==> src/wrpk_pkg.sv <==
// ----------------------------------------------------------------------------
// wrpk_pkg
// Shared types, field widths and codes for the weighted random pick block.
// ----------------------------------------------------------------------------
package wrpk_pkg;

    // Field widths of the request and result channels
    localparam int ID_W   = 16;
    localparam int WGT_W  = 5;
    localparam int RND_W  = 16;
    localparam int STAT_W = 2;
    localparam int TOTO_W = 9;

    // Request codes
    localparam logic REQ_ADD  = 1'b0;
    localparam logic REQ_PICK = 1'b1;

    // Result status codes
    localparam logic [STAT_W-1:0] STAT_DONE  = 2'd0;
    localparam logic [STAT_W-1:0] STAT_EMPTY = 2'd1;
    localparam logic [STAT_W-1:0] STAT_FULL  = 2'd2;

    // Controller states
    typedef enum logic [2:0] {
        ST_IDLE,
        ST_DIV,
        ST_SCAN,
        ST_COMPACT,
        ST_RESP
    } wrpk_state_t;

endpackage

==> src/wrpk_req_if.sv <==
// ----------------------------------------------------------------------------
// wrpk_req_if
// Request channel: valid/ready handshake with the add/pick request payload.
// ----------------------------------------------------------------------------
interface wrpk_req_if;
    import wrpk_pkg::*;

    logic             valid;
    logic             ready;
    logic             req_type;
    logic [ID_W-1:0]  item_id;
    logic [WGT_W-1:0] weight;
    logic [RND_W-1:0] random_value;

    modport source (
        output valid,
        output req_type,
        output item_id,
        output weight,
        output random_value,
        input  ready
    );

    modport sink (
        input  valid,
        input  req_type,
        input  item_id,
        input  weight,
        input  random_value,
        output ready
    );

endinterface

==> src/wrpk_rsp_if.sv <==
// ----------------------------------------------------------------------------
// wrpk_rsp_if
// Result channel: valid/ready handshake with the pick result payload.
// ----------------------------------------------------------------------------
interface wrpk_rsp_if;
    import wrpk_pkg::*;

    logic              valid;
    logic              ready;
    logic [ID_W-1:0]   picked_id;
    logic [STAT_W-1:0] status;
    logic [TOTO_W-1:0] total_weight_now;

    modport source (
        output valid,
        output picked_id,
        output status,
        output total_weight_now,
        input  ready
    );

    modport sink (
        input  valid,
        input  picked_id,
        input  status,
        input  total_weight_now,
        output ready
    );

endinterface

==> src/wrpk_ram.sv <==
// ----------------------------------------------------------------------------
// wrpk_ram
// Generic single-write, single-read RAM with a registered read port.
// ----------------------------------------------------------------------------
module wrpk_ram #(
    parameter int WIDTH = 8,
    parameter int DEPTH = 16
) (
    input  logic                     clk,
    input  logic                     we,
    input  logic [$clog2(DEPTH)-1:0] waddr,
    input  logic [WIDTH-1:0]         wdata,
    input  logic [$clog2(DEPTH)-1:0] raddr,
    output logic [WIDTH-1:0]         rdata
);

    logic [WIDTH-1:0] mem [DEPTH];

    // Write into the array, read data registered; a read of the address being written returns the old data
    always_ff @(posedge clk)
    begin
        if (we)
        begin
            mem[waddr] <= wdata;
        end
        rdata <= mem[raddr];
    end

endmodule

==> src/wrpk_mod.sv <==
// ----------------------------------------------------------------------------
// wrpk_mod
// Restoring remainder unit: one dividend bit per cycle.
// ----------------------------------------------------------------------------
module wrpk_mod #(
    parameter int DVD_W = 16,
    parameter int DIV_W = 13
) (
    input  logic             clk,
    input  logic             rst_n,
    input  logic             start,
    input  logic [DVD_W-1:0] dividend,
    input  logic [DIV_W-1:0] divisor,
    output logic             done,
    output logic [DIV_W-1:0] rem
);

    localparam int CNT_W = $clog2(DVD_W + 1);

    logic             busy_reg, busy_next;
    logic             done_reg, done_next;
    logic [CNT_W-1:0] cnt_reg, cnt_next;
    logic [DVD_W-1:0] dvd_reg, dvd_next;
    logic [DIV_W-1:0] div_reg, div_next;
    logic [DIV_W-1:0] rem_reg, rem_next;

    logic [DIV_W:0]   trial;
    logic [DIV_W:0]   diff;
    logic             fits;
    logic             last_step;

    // Shift in the next dividend bit and try the subtraction
    assign trial     = {rem_reg, dvd_reg[DVD_W-1]};
    assign diff      = trial - {1'b0, div_reg};
    assign fits      = (trial >= {1'b0, div_reg});
    assign last_step = (cnt_reg == CNT_W'(DVD_W - 1));

    always_comb
    begin
        busy_next = busy_reg;
        done_next = 1'b0;
        cnt_next  = cnt_reg;
        dvd_next  = dvd_reg;
        div_next  = div_reg;
        rem_next  = rem_reg;
        if (start)
        begin
            busy_next = 1'b1;
            cnt_next  = '0;
            dvd_next  = dividend;
            div_next  = divisor;
            rem_next  = '0;
        end
        else if (busy_reg)
        begin
            rem_next = fits ? diff[DIV_W-1:0] : trial[DIV_W-1:0];
            dvd_next = {dvd_reg[DVD_W-2:0], 1'b0};
            cnt_next = cnt_reg + CNT_W'(1);
            if (last_step)
            begin
                busy_next = 1'b0;
                done_next = 1'b1;
            end
        end
    end

    // Control state
    always_ff @(posedge clk or negedge rst_n)
    begin
        if (!rst_n)
        begin
            busy_reg <= 1'b0;
            done_reg <= 1'b0;
            cnt_reg  <= '0;
        end
        else
        begin
            busy_reg <= busy_next;
            done_reg <= done_next;
            cnt_reg  <= cnt_next;
        end
    end

    // Datapath
    always_ff @(posedge clk)
    begin
        dvd_reg <= dvd_next;
        div_reg <= div_next;
        rem_reg <= rem_next;
    end

    assign done = done_reg;
    assign rem  = rem_reg;

endmodule

==> src/weighted_random_pick_without_replacement_top.sv <==
// Sequence: an add records its status in the result register and goes straight to the
// response state; a pick first runs the remainder unit, then a walk of
// the table to the chosen entry, then a compaction pass over all N entries.
// Throughput: one request at a time; the pick time is set by the bit-serial
// remainder unit and the single read port of the entry RAM.
// Reset: entry count, total weight, controller and result valid are cleared.
// ----------------------------------------------------------------------------
// weighted_random_pick_without_replacement_top
// Ordered (id, weight) table in RAM with weighted random pick and removal.
// ----------------------------------------------------------------------------
module weighted_random_pick_without_replacement_top #(
    parameter int MAX_ENTRIES = 16,
    parameter int MAX_WEIGHT  = 20
) (
    input  logic       clk,
    input  logic       rst_n,
    wrpk_req_if.sink   req,
    wrpk_rsp_if.source rsp
);
    import wrpk_pkg::*;

    localparam int IDX_W   = $clog2(MAX_ENTRIES);
    localparam int CNT_W   = $clog2(MAX_ENTRIES + 1);
    localparam int TOTAL_W = $clog2(MAX_ENTRIES * ((1 << WGT_W) - 1) + 1);
    localparam int MEM_W   = ID_W + WGT_W;

    wrpk_state_t       state_reg, state_next;
    logic [CNT_W-1:0]  count_reg, count_next;
    logic [TOTAL_W-1:0] total_reg, total_next;
    logic [CNT_W-1:0]  rd_idx_reg, rd_idx_next;
    logic              pend_reg, pend_next;
    logic              pend_last_reg, pend_last_next;
    logic [CNT_W-1:0]  wr_idx_reg, wr_idx_next;
    logic [TOTAL_W-1:0] acc_reg, acc_next;
    logic [TOTAL_W-1:0] target_reg, target_next;
    logic [ID_W-1:0]   chosen_reg, chosen_next;
    logic [ID_W-1:0]   res_id_reg, res_id_next;
    logic [STAT_W-1:0] res_status_reg, res_status_next;
    logic              out_valid_reg, out_valid_next;
    logic [ID_W-1:0]   out_id_reg, out_id_next;
    logic [STAT_W-1:0] out_status_reg, out_status_next;
    logic [TOTO_W-1:0] out_total_reg, out_total_next;

    logic              ram_we;
    logic [IDX_W-1:0]  ram_waddr;
    logic [MEM_W-1:0]  ram_wdata;
    logic [MEM_W-1:0]  ram_rdata;

    logic              mod_start;
    logic              mod_done;
    logic [TOTAL_W-1:0] mod_rem;

    logic              in_xfer;
    logic              out_free;
    logic              pick_empty;
    logic              add_full;
    logic [WGT_W-1:0]  w_sat;
    logic [WGT_W-1:0]  rd_w;
    logic [ID_W-1:0]   rd_id;
    logic [TOTAL_W-1:0] acc_sum;
    logic              issue;
    logic              last_issue;
    logic              scan_hit;
    logic              keep;
    logic              comp_done;
    logic [TOTAL_W+TOTO_W-1:0] total_ext;

    // Entry table: {id, weight} per entry
    wrpk_ram #(
        .WIDTH (MEM_W),
        .DEPTH (MAX_ENTRIES)
    ) u_ram (
        .clk   (clk),
        .we    (ram_we),
        .waddr (ram_waddr),
        .wdata (ram_wdata),
        .raddr (rd_idx_reg[IDX_W-1:0]),
        .rdata (ram_rdata)
    );

    // Random value modulo the running total
    wrpk_mod #(
        .DVD_W (RND_W),
        .DIV_W (TOTAL_W)
    ) u_mod (
        .clk      (clk),
        .rst_n    (rst_n),
        .start    (mod_start),
        .dividend (req.random_value),
        .divisor  (total_reg),
        .done     (mod_done),
        .rem      (mod_rem)
    );

    // Handshake and shared terms
    assign req.ready  = (state_reg == ST_IDLE);
    assign in_xfer    = req.valid && req.ready;
    assign out_free   = !out_valid_reg || rsp.ready;
    assign pick_empty = (count_reg == '0) || (total_reg == '0);
    assign add_full   = (count_reg == CNT_W'(MAX_ENTRIES));
    assign w_sat      = ({3'b000, req.weight} > 8'(MAX_WEIGHT)) ? WGT_W'(MAX_WEIGHT)
                                                                 : req.weight;

    // Read data of the entry walk
    assign rd_w       = ram_rdata[WGT_W-1:0];
    assign rd_id      = ram_rdata[MEM_W-1:WGT_W];
    assign acc_sum    = acc_reg + TOTAL_W'(rd_w);
    assign issue      = (rd_idx_reg < count_reg);
    assign last_issue = (rd_idx_reg == count_reg - CNT_W'(1));
    assign scan_hit   = pend_reg && ((target_reg < acc_sum) || pend_last_reg);
    assign keep       = (rd_id != chosen_reg);
    assign comp_done  = pend_reg && pend_last_reg;
    assign total_ext  = (TOTAL_W + TOTO_W)'(total_reg);

    // Next state
    always_comb
    begin
        state_next = state_reg;
        unique case (state_reg)
            ST_IDLE:
            begin
                if (in_xfer)
                begin
                    if (req.req_type == REQ_PICK && !pick_empty)
                    begin
                        state_next = ST_DIV;
                    end
                    else
                    begin
                        state_next = ST_RESP;
                    end
                end
            end
            ST_DIV:
            begin
                if (mod_done)
                begin
                    state_next = ST_SCAN;
                end
            end
            ST_SCAN:
            begin
                if (scan_hit)
                begin
                    state_next = ST_COMPACT;
                end
            end
            ST_COMPACT:
            begin
                if (comp_done)
                begin
                    state_next = ST_RESP;
                end
            end
            ST_RESP:
            begin
                if (out_free)
                begin
                    state_next = ST_IDLE;
                end
            end
            default:
            begin
                state_next = ST_IDLE;
            end
        endcase
    end

    // Datapath, RAM control and result register
    always_comb
    begin
        count_next      = count_reg;
        total_next      = total_reg;
        rd_idx_next     = rd_idx_reg;
        pend_next       = 1'b0;
        pend_last_next  = pend_last_reg;
        wr_idx_next     = wr_idx_reg;
        acc_next        = acc_reg;
        target_next     = target_reg;
        chosen_next     = chosen_reg;
        res_id_next     = res_id_reg;
        res_status_next = res_status_reg;
        out_valid_next  = out_valid_reg && !rsp.ready;
        out_id_next     = out_id_reg;
        out_status_next = out_status_reg;
        out_total_next  = out_total_reg;
        ram_we          = 1'b0;
        ram_waddr       = count_reg[IDX_W-1:0];
        ram_wdata       = {req.item_id, w_sat};
        mod_start       = 1'b0;

        unique case (state_reg)
            ST_IDLE:
            begin
                if (in_xfer)
                begin
                    res_id_next     = '0;
                    res_status_next = STAT_DONE;
                    if (req.req_type == REQ_ADD)
                    begin
                        if (w_sat == '0)
                        begin
                            res_status_next = STAT_DONE;
                        end
                        else if (add_full)
                        begin
                            res_status_next = STAT_FULL;
                        end
                        else
                        begin
                            ram_we     = 1'b1;
                            count_next = count_reg + CNT_W'(1);
                            total_next = total_reg + TOTAL_W'(w_sat);
                        end
                    end
                    else if (pick_empty)
                    begin
                        res_status_next = STAT_EMPTY;
                    end
                    else
                    begin
                        mod_start = 1'b1;
                    end
                end
            end
            ST_DIV:
            begin
                if (mod_done)
                begin
                    target_next = mod_rem;
                    rd_idx_next = '0;
                    acc_next    = '0;
                end
            end
            ST_SCAN:
            begin
                // Walk cumulative weights until the target falls in range
                if (scan_hit)
                begin
                    chosen_next = rd_id;
                    rd_idx_next = '0;
                    wr_idx_next = '0;
                    acc_next    = '0;
                end
                else
                begin
                    if (pend_reg)
                    begin
                        acc_next = acc_sum;
                    end
                    if (issue)
                    begin
                        pend_next      = 1'b1;
                        pend_last_next = last_issue;
                        rd_idx_next    = rd_idx_reg + CNT_W'(1);
                    end
                end
            end
            ST_COMPACT:
            begin
                // Copy down every entry not carrying the chosen id
                if (issue)
                begin
                    pend_next      = 1'b1;
                    pend_last_next = last_issue;
                    rd_idx_next    = rd_idx_reg + CNT_W'(1);
                end
                if (pend_reg && keep)
                begin
                    ram_we      = 1'b1;
                    ram_waddr   = wr_idx_reg[IDX_W-1:0];
                    ram_wdata   = ram_rdata;
                    wr_idx_next = wr_idx_reg + CNT_W'(1);
                    acc_next    = acc_sum;
                end
                if (comp_done)
                begin
                    count_next      = keep ? wr_idx_reg + CNT_W'(1) : wr_idx_reg;
                    total_next      = keep ? acc_sum : acc_reg;
                    res_id_next     = chosen_reg;
                    res_status_next = STAT_DONE;
                end
            end
            ST_RESP:
            begin
                if (out_free)
                begin
                    out_valid_next  = 1'b1;
                    out_id_next     = res_id_reg;
                    out_status_next = res_status_reg;
                    out_total_next  = total_ext[TOTO_W-1:0];
                end
            end
            default:
            begin
                out_valid_next = out_valid_reg && !rsp.ready;
            end
        endcase
    end

    // Control state
    always_ff @(posedge clk or negedge rst_n)
    begin
        if (!rst_n)
        begin
            state_reg     <= ST_IDLE;
            count_reg     <= '0;
            total_reg     <= '0;
            rd_idx_reg    <= '0;
            pend_reg      <= 1'b0;
            wr_idx_reg    <= '0;
            out_valid_reg <= 1'b0;
        end
        else
        begin
            state_reg     <= state_next;
            count_reg     <= count_next;
            total_reg     <= total_next;
            rd_idx_reg    <= rd_idx_next;
            pend_reg      <= pend_next;
            wr_idx_reg    <= wr_idx_next;
            out_valid_reg <= out_valid_next;
        end
    end

    // Payload registers
    always_ff @(posedge clk)
    begin
        pend_last_reg  <= pend_last_next;
        acc_reg        <= acc_next;
        target_reg     <= target_next;
        chosen_reg     <= chosen_next;
        res_id_reg     <= res_id_next;
        res_status_reg <= res_status_next;
        out_id_reg     <= out_id_next;
        out_status_reg <= out_status_next;
        out_total_reg  <= out_total_next;
    end

    assign rsp.valid            = out_valid_reg;
    assign rsp.picked_id        = out_id_reg;
    assign rsp.status           = out_status_reg;
    assign rsp.total_weight_now = out_total_reg;

`ifndef ASSERT_OFF
    // Entry count never exceeds the table size
    a_count_range: assert property (@(posedge clk) disable iff (!rst_n)
        count_reg <= CNT_W'(MAX_ENTRIES))
        else $error("entry count beyond table size");

    // Compaction writes never overtake the read pointer
    a_compact_order: assert property (@(posedge clk) disable iff (!rst_n)
        (state_reg == ST_COMPACT) |-> (wr_idx_reg <= rd_idx_reg))
        else $error("compaction write overtook read");

    // Remainder unit finishes only while the controller waits for it
    a_mod_done: assert property (@(posedge clk) disable iff (!rst_n)
        mod_done |-> (state_reg == ST_DIV))
        else $error("remainder result outside divide phase");

    // Empty table and zero total go together between requests
    a_total_count: assert property (@(posedge clk) disable iff (!rst_n)
        (state_reg == ST_IDLE) |-> ((count_reg == '0) == (total_reg == '0)))
        else $error("total weight and entry count disagree");

    // An empty pick reports a zero id
    a_empty_id: assert property (@(posedge clk) disable iff (!rst_n)
        (out_valid_reg && out_status_reg == STAT_EMPTY) |-> (out_id_reg == '0))
        else $error("empty pick with non-zero id");
`endif

endmodule
==> src/flat_wrapper.sv <==
// flat-port wrapper written by rule: the top's interface ports become plain ports
module weighted_random_pick_without_replacement_top_flat import wrpk_pkg::*;
#(
    parameter int MAX_ENTRIES = 16,
    parameter int MAX_WEIGHT  = 20
)
  (clk, rst_n, req_valid, req_req_type, req_item_id, req_weight, req_random_value, req_ready, rsp_valid, rsp_picked_id, rsp_status, rsp_total_weight_now, rsp_ready);
  wrpk_req_if req_i ();
  wrpk_rsp_if rsp_i ();
  input  logic clk;
  input  logic rst_n;
  input wire logic [$bits(req_i.valid)-1:0] req_valid;
  input wire logic [$bits(req_i.req_type)-1:0] req_req_type;
  input wire logic [$bits(req_i.item_id)-1:0] req_item_id;
  input wire logic [$bits(req_i.weight)-1:0] req_weight;
  input wire logic [$bits(req_i.random_value)-1:0] req_random_value;
  output wire logic [$bits(req_i.ready)-1:0] req_ready;
  output wire logic [$bits(rsp_i.valid)-1:0] rsp_valid;
  output wire logic [$bits(rsp_i.picked_id)-1:0] rsp_picked_id;
  output wire logic [$bits(rsp_i.status)-1:0] rsp_status;
  output wire logic [$bits(rsp_i.total_weight_now)-1:0] rsp_total_weight_now;
  input wire logic [$bits(rsp_i.ready)-1:0] rsp_ready;
  assign req_i.valid = req_valid;
  assign req_i.req_type = req_req_type;
  assign req_i.item_id = req_item_id;
  assign req_i.weight = req_weight;
  assign req_i.random_value = req_random_value;
  assign req_ready = req_i.ready;
  assign rsp_valid = rsp_i.valid;
  assign rsp_picked_id = rsp_i.picked_id;
  assign rsp_status = rsp_i.status;
  assign rsp_total_weight_now = rsp_i.total_weight_now;
  assign rsp_i.ready = rsp_ready;
  weighted_random_pick_without_replacement_top #(.MAX_ENTRIES(MAX_ENTRIES), .MAX_WEIGHT(MAX_WEIGHT)) u_core (.clk(clk), .rst_n(rst_n), .req(req_i), .rsp(rsp_i));
endmodule
==> config.mk <==
export PLATFORM = sky130hd
export DESIGN_NAME = weighted_random_pick_without_replacement_top_flat
export DESIGN_NICKNAME = d
export VERILOG_FILES = /design/src/wrpk_pkg.sv /design/src/wrpk_req_if.sv /design/src/wrpk_rsp_if.sv /design/src/wrpk_ram.sv /design/src/wrpk_mod.sv /design/src/weighted_random_pick_without_replacement_top.sv /design/src/flat_wrapper.sv
export SDC_FILE = /design/constraint.sdc
export NUM_CORES = 1
export LEC_CHECK = 0
export CAP_MARGIN = 15
export CORE_UTILIZATION = 56
export DETAILED_ROUTE_END_ITERATION = 8
export DONT_BUFFER_PORTS = 1
export MAX_ROUTING_LAYER = met4
export PLACE_DENSITY = 0.77
export SKIP_CTS_REPAIR_TIMING = 1
export SLEW_MARGIN = 25
export SYNTH_ARGS = -nofsm -noshare
export SYNTH_HDL_FRONTEND = slang
export SYNTH_SLANG_ARGS = --single-unit
export TNS_END_PERCENT = 5
==> constraint.sdc <==
create_clock -name clk -period 3.6 [get_ports clk]
set_input_delay 0.18 -clock clk [delete_from_list [all_inputs] [get_ports clk]]
set_output_delay 0.18 -clock clk [all_outputs]
set_load 0.02 [all_outputs]
==> run metrics <==
max-slew violations=0; Core Box Area=36800 sq um; via count=11600; CTS clk-pin slew, worst paths=60 ps; first-pass GRT wire length=69200 um; initial antenna violation count=1; vias in the first global route=11400; Final Cycle Share=92.3%; reg2reg start=u_core.acc_reg[0]; Syn. warnings=0; count leader, synth=edfxtp_1; die height=196 um; Worst R2R Path Depth=15; slowest CP cell=fa_1; post-synthesis sequential area ratio=70.0%; Worst Hold Endpoint=u_core.u_mod.busy_reg; Synth Area in Simple Gates=7.52%; worst hold stages=2; ranking of synthesized cells by area=edfxtp_1 (63%), mux4_2 (11%), dfrtp_1 (4.3%), dfxtp_1 (2.9%), nand2_1 (2.5%); clk sinks=507; layout cells sized above 1=20.2%; clock latency on the worst-skew pair=600 ps; reg-to-reg endpoint=u_core.acc_reg[4]; registers with the most flip-flops=u_core.u_ram.mem x336, u_core.u_ram.rdata x21; Buf/Inv on CP=2; Biggest register=u_core.u_ram.mem; post-synthesis async set-or-reset flop share=7.10%; Pre-antenna DRT Iters=5; #FFs+latches synth=507; H-tree depth=2; Post-Synth Adder-Cell Area=2.42%; max incr delay on CP=400 ps; post-synthesis mux area share=11.8%; commonest cells in the synthesized netlist=edfxtp_1 (441), nand2_1 (142), mux4_2 (105); crit start category=flip-flop; Critical Path End Type=flip-flop; GRT overflow=0; Syn Area/Cell=16.6 sq um; RSZ-0062 raised after global routing=false; Slew headroom=39.4%; Cell Area, Synth=21100 sq um; Synth Area in XOR/XNOR=2.00%; clock skew=27.3 ps; Top FF cell, synth=edfxtp_1; worst-case clock buffer depth=3; Layout fillers=2495; area share of the largest cell type after synthesis=62.8%; Netlist cell types=76; GRT Overall Usage=25.3%; CTS tree=yes; outcome=complete, no violations; Placer Congestion=0.943; dpl ws=239 ps; CP Data Required Time=3930 ps; achievable frequency=301 MHz; CP Class=flip-flop to flip-flop; max FFs per register=336; MaxCap Viol Count=0; P per Cell Area=733 nW/um^2; Buffers on Ports=0; hold crit path type=primary input to flip-flop; IO Count=71; Leak=8.20 nW; number of synthesized flops with an enable pin=441; worst min-delay path startpoint=req_valid; DRC viols=0; largest net degree at the start of global routing=43; largest family of logic cells by synthesized area=multiplexers; clock buffers created by TritonCTS=49; fin crit period=3320 ps; Initial Util=57.3%; final setup violation count=0; r2r setup slk=280 ps; worst setup path start=u_core.acc_reg[0]; cell mode on critical path=ha_1; compound-gate portion of the synthesized area=4.19%; Design Area, Final=23700 sq um; critical path peak fanout=9; final setup margin=279 ps; CP delay by family, top=simple AND/OR/NAND/NOR gates; crit path DAT=3650 ps; Nets=1419; maximum vdd drop=0.000411 V; Slew @ Worst Pin=905 ps; Die ar.=38400 sq um; worst path cell trace=ha_1, inv_1, fa_1, nor2b_1, o2111ai_1, nand2_1, and3_1, xnor2_1, ha_1, a211o_1, nor3_2, o21ai_0, nand3_1, buf_4, nor2_1; sum of negative setup slack=0 ps; Avg WL per Cell=24.9 um; DR iter-0 viols=1328; final wirelength=46000 um; antenna-violating nets left=0; Area growth syn-to-layout=12.5%; clk root buf=clkbuf_16; leading area contributor after synthesis=edfxtp_1; Fin. Hold Viols=0; Final Total Pwr=17.4 mW; width of the die=196 um; Vias/cell=6.26; synthesized net count=1351; row count=70; DP HPWL=28200 um; Placement Cell Area=21800 sq um; cell count after synthesis=1270
metal layers:
layer  part of all wire [%]  routed length [um]  global-route usage, %
met5                      0                   0                      -
met2                     48               22000                   38.7
met3                    7.7                3560                   5.29
met4                    2.4                1130                   7.06
met1                     42               19300                   35.0
placed cells by master, fill, tap and decap left out, drive strengths merged, types with 4 or more instances in the layout:
| cell | instances |
|---|---|
| o21ai | 46 |
| nand3 | 25 |
| xnor2 | 36 |
| and3 | 8 |
| buf | 54 |
| mux4 | 105 |
| nand2 | 143 |
| a21oi | 26 |
| clkbuf | 65 |
| nand3b | 4 |
| a21o | 8 |
| nand2b | 5 |
| clkinvlp | 6 |
| dlygate4sd3 | 20 |
| bufinv | 4 |
| inv | 36 |
| nand4 | 10 |
| dfrtp | 36 |
| nor3 | 21 |
| o211ai | 5 |
| o21a | 5 |
| edfxtp | 441 |
| ha | 36 |
| mux2i | 9 |
| xor2 | 12 |
| nor2 | 71 |
| clkinv | 14 |
| nor2b | 9 |
| a31oi | 13 |
| and2 | 21 |
| dfxtp | 30 |
worst max path at each step:
stage,end,slack [ps],depth (start not counted)
finish,u_core.acc_reg[4],280,15
detailed placement,u_core.acc_reg[2],240,15
floorplan,u_core.chosen_reg[0],490,13
global route,u_core.acc_reg[4],20,16
global placement,u_core.acc_reg[2],330,16
CTS,u_core.acc_reg[4],200,15
through the flow:
| stage | hold WS (ps) | std cells | util, % |
|---|---|---|---|
| after global placement | -114 | 1734 | 59.3 |
| after CTS | -753 | 1826 | 63.8 |
| after floorplan | -116 | 1270 | - |
| after detailed placement | -114 | 1734 | 59.3 |
| after global routing | 42.9 | 1848 | 64.4 |
| final | 7.15 | 1848 | 64.4 |
final cells by class:
class                           instances  area (sq um)  share of cell area, %
Sequential cell                       507         14800                   62.3
Tap cell                              468           586                   2.47
Inverter                               33           124                  0.523
Antenna cell                            1          2.50                 0.0106
Clock inverter                         27           277                   1.17
Clock buffer                           65          1360                   5.73
Timing Repair Buffer                   74           651                   2.75
Multi-Input combinational cell        673          5950                   25.1
logic make-up after synthesis:
logic type,after synthesis
muxes,117
DFF,507
buffers and inverters,90
xor gates and xnor gates,48
AOI/OAI and AO/OA,135
and+or+nand+nor,334
adders and majority gates,39
where the power goes:
group	switching, mW	total, mW	internal [mW]	leakage [nW]
Combinational	2.19	4.18	1.99	2.72
Sequential	0.820	8.04	7.22	4.70
Clock	2.19	5.15	2.96	0.778
Total	5.20	17.4	12.2	8.20
Note: power is estimated with default switching activity, not from simulation.
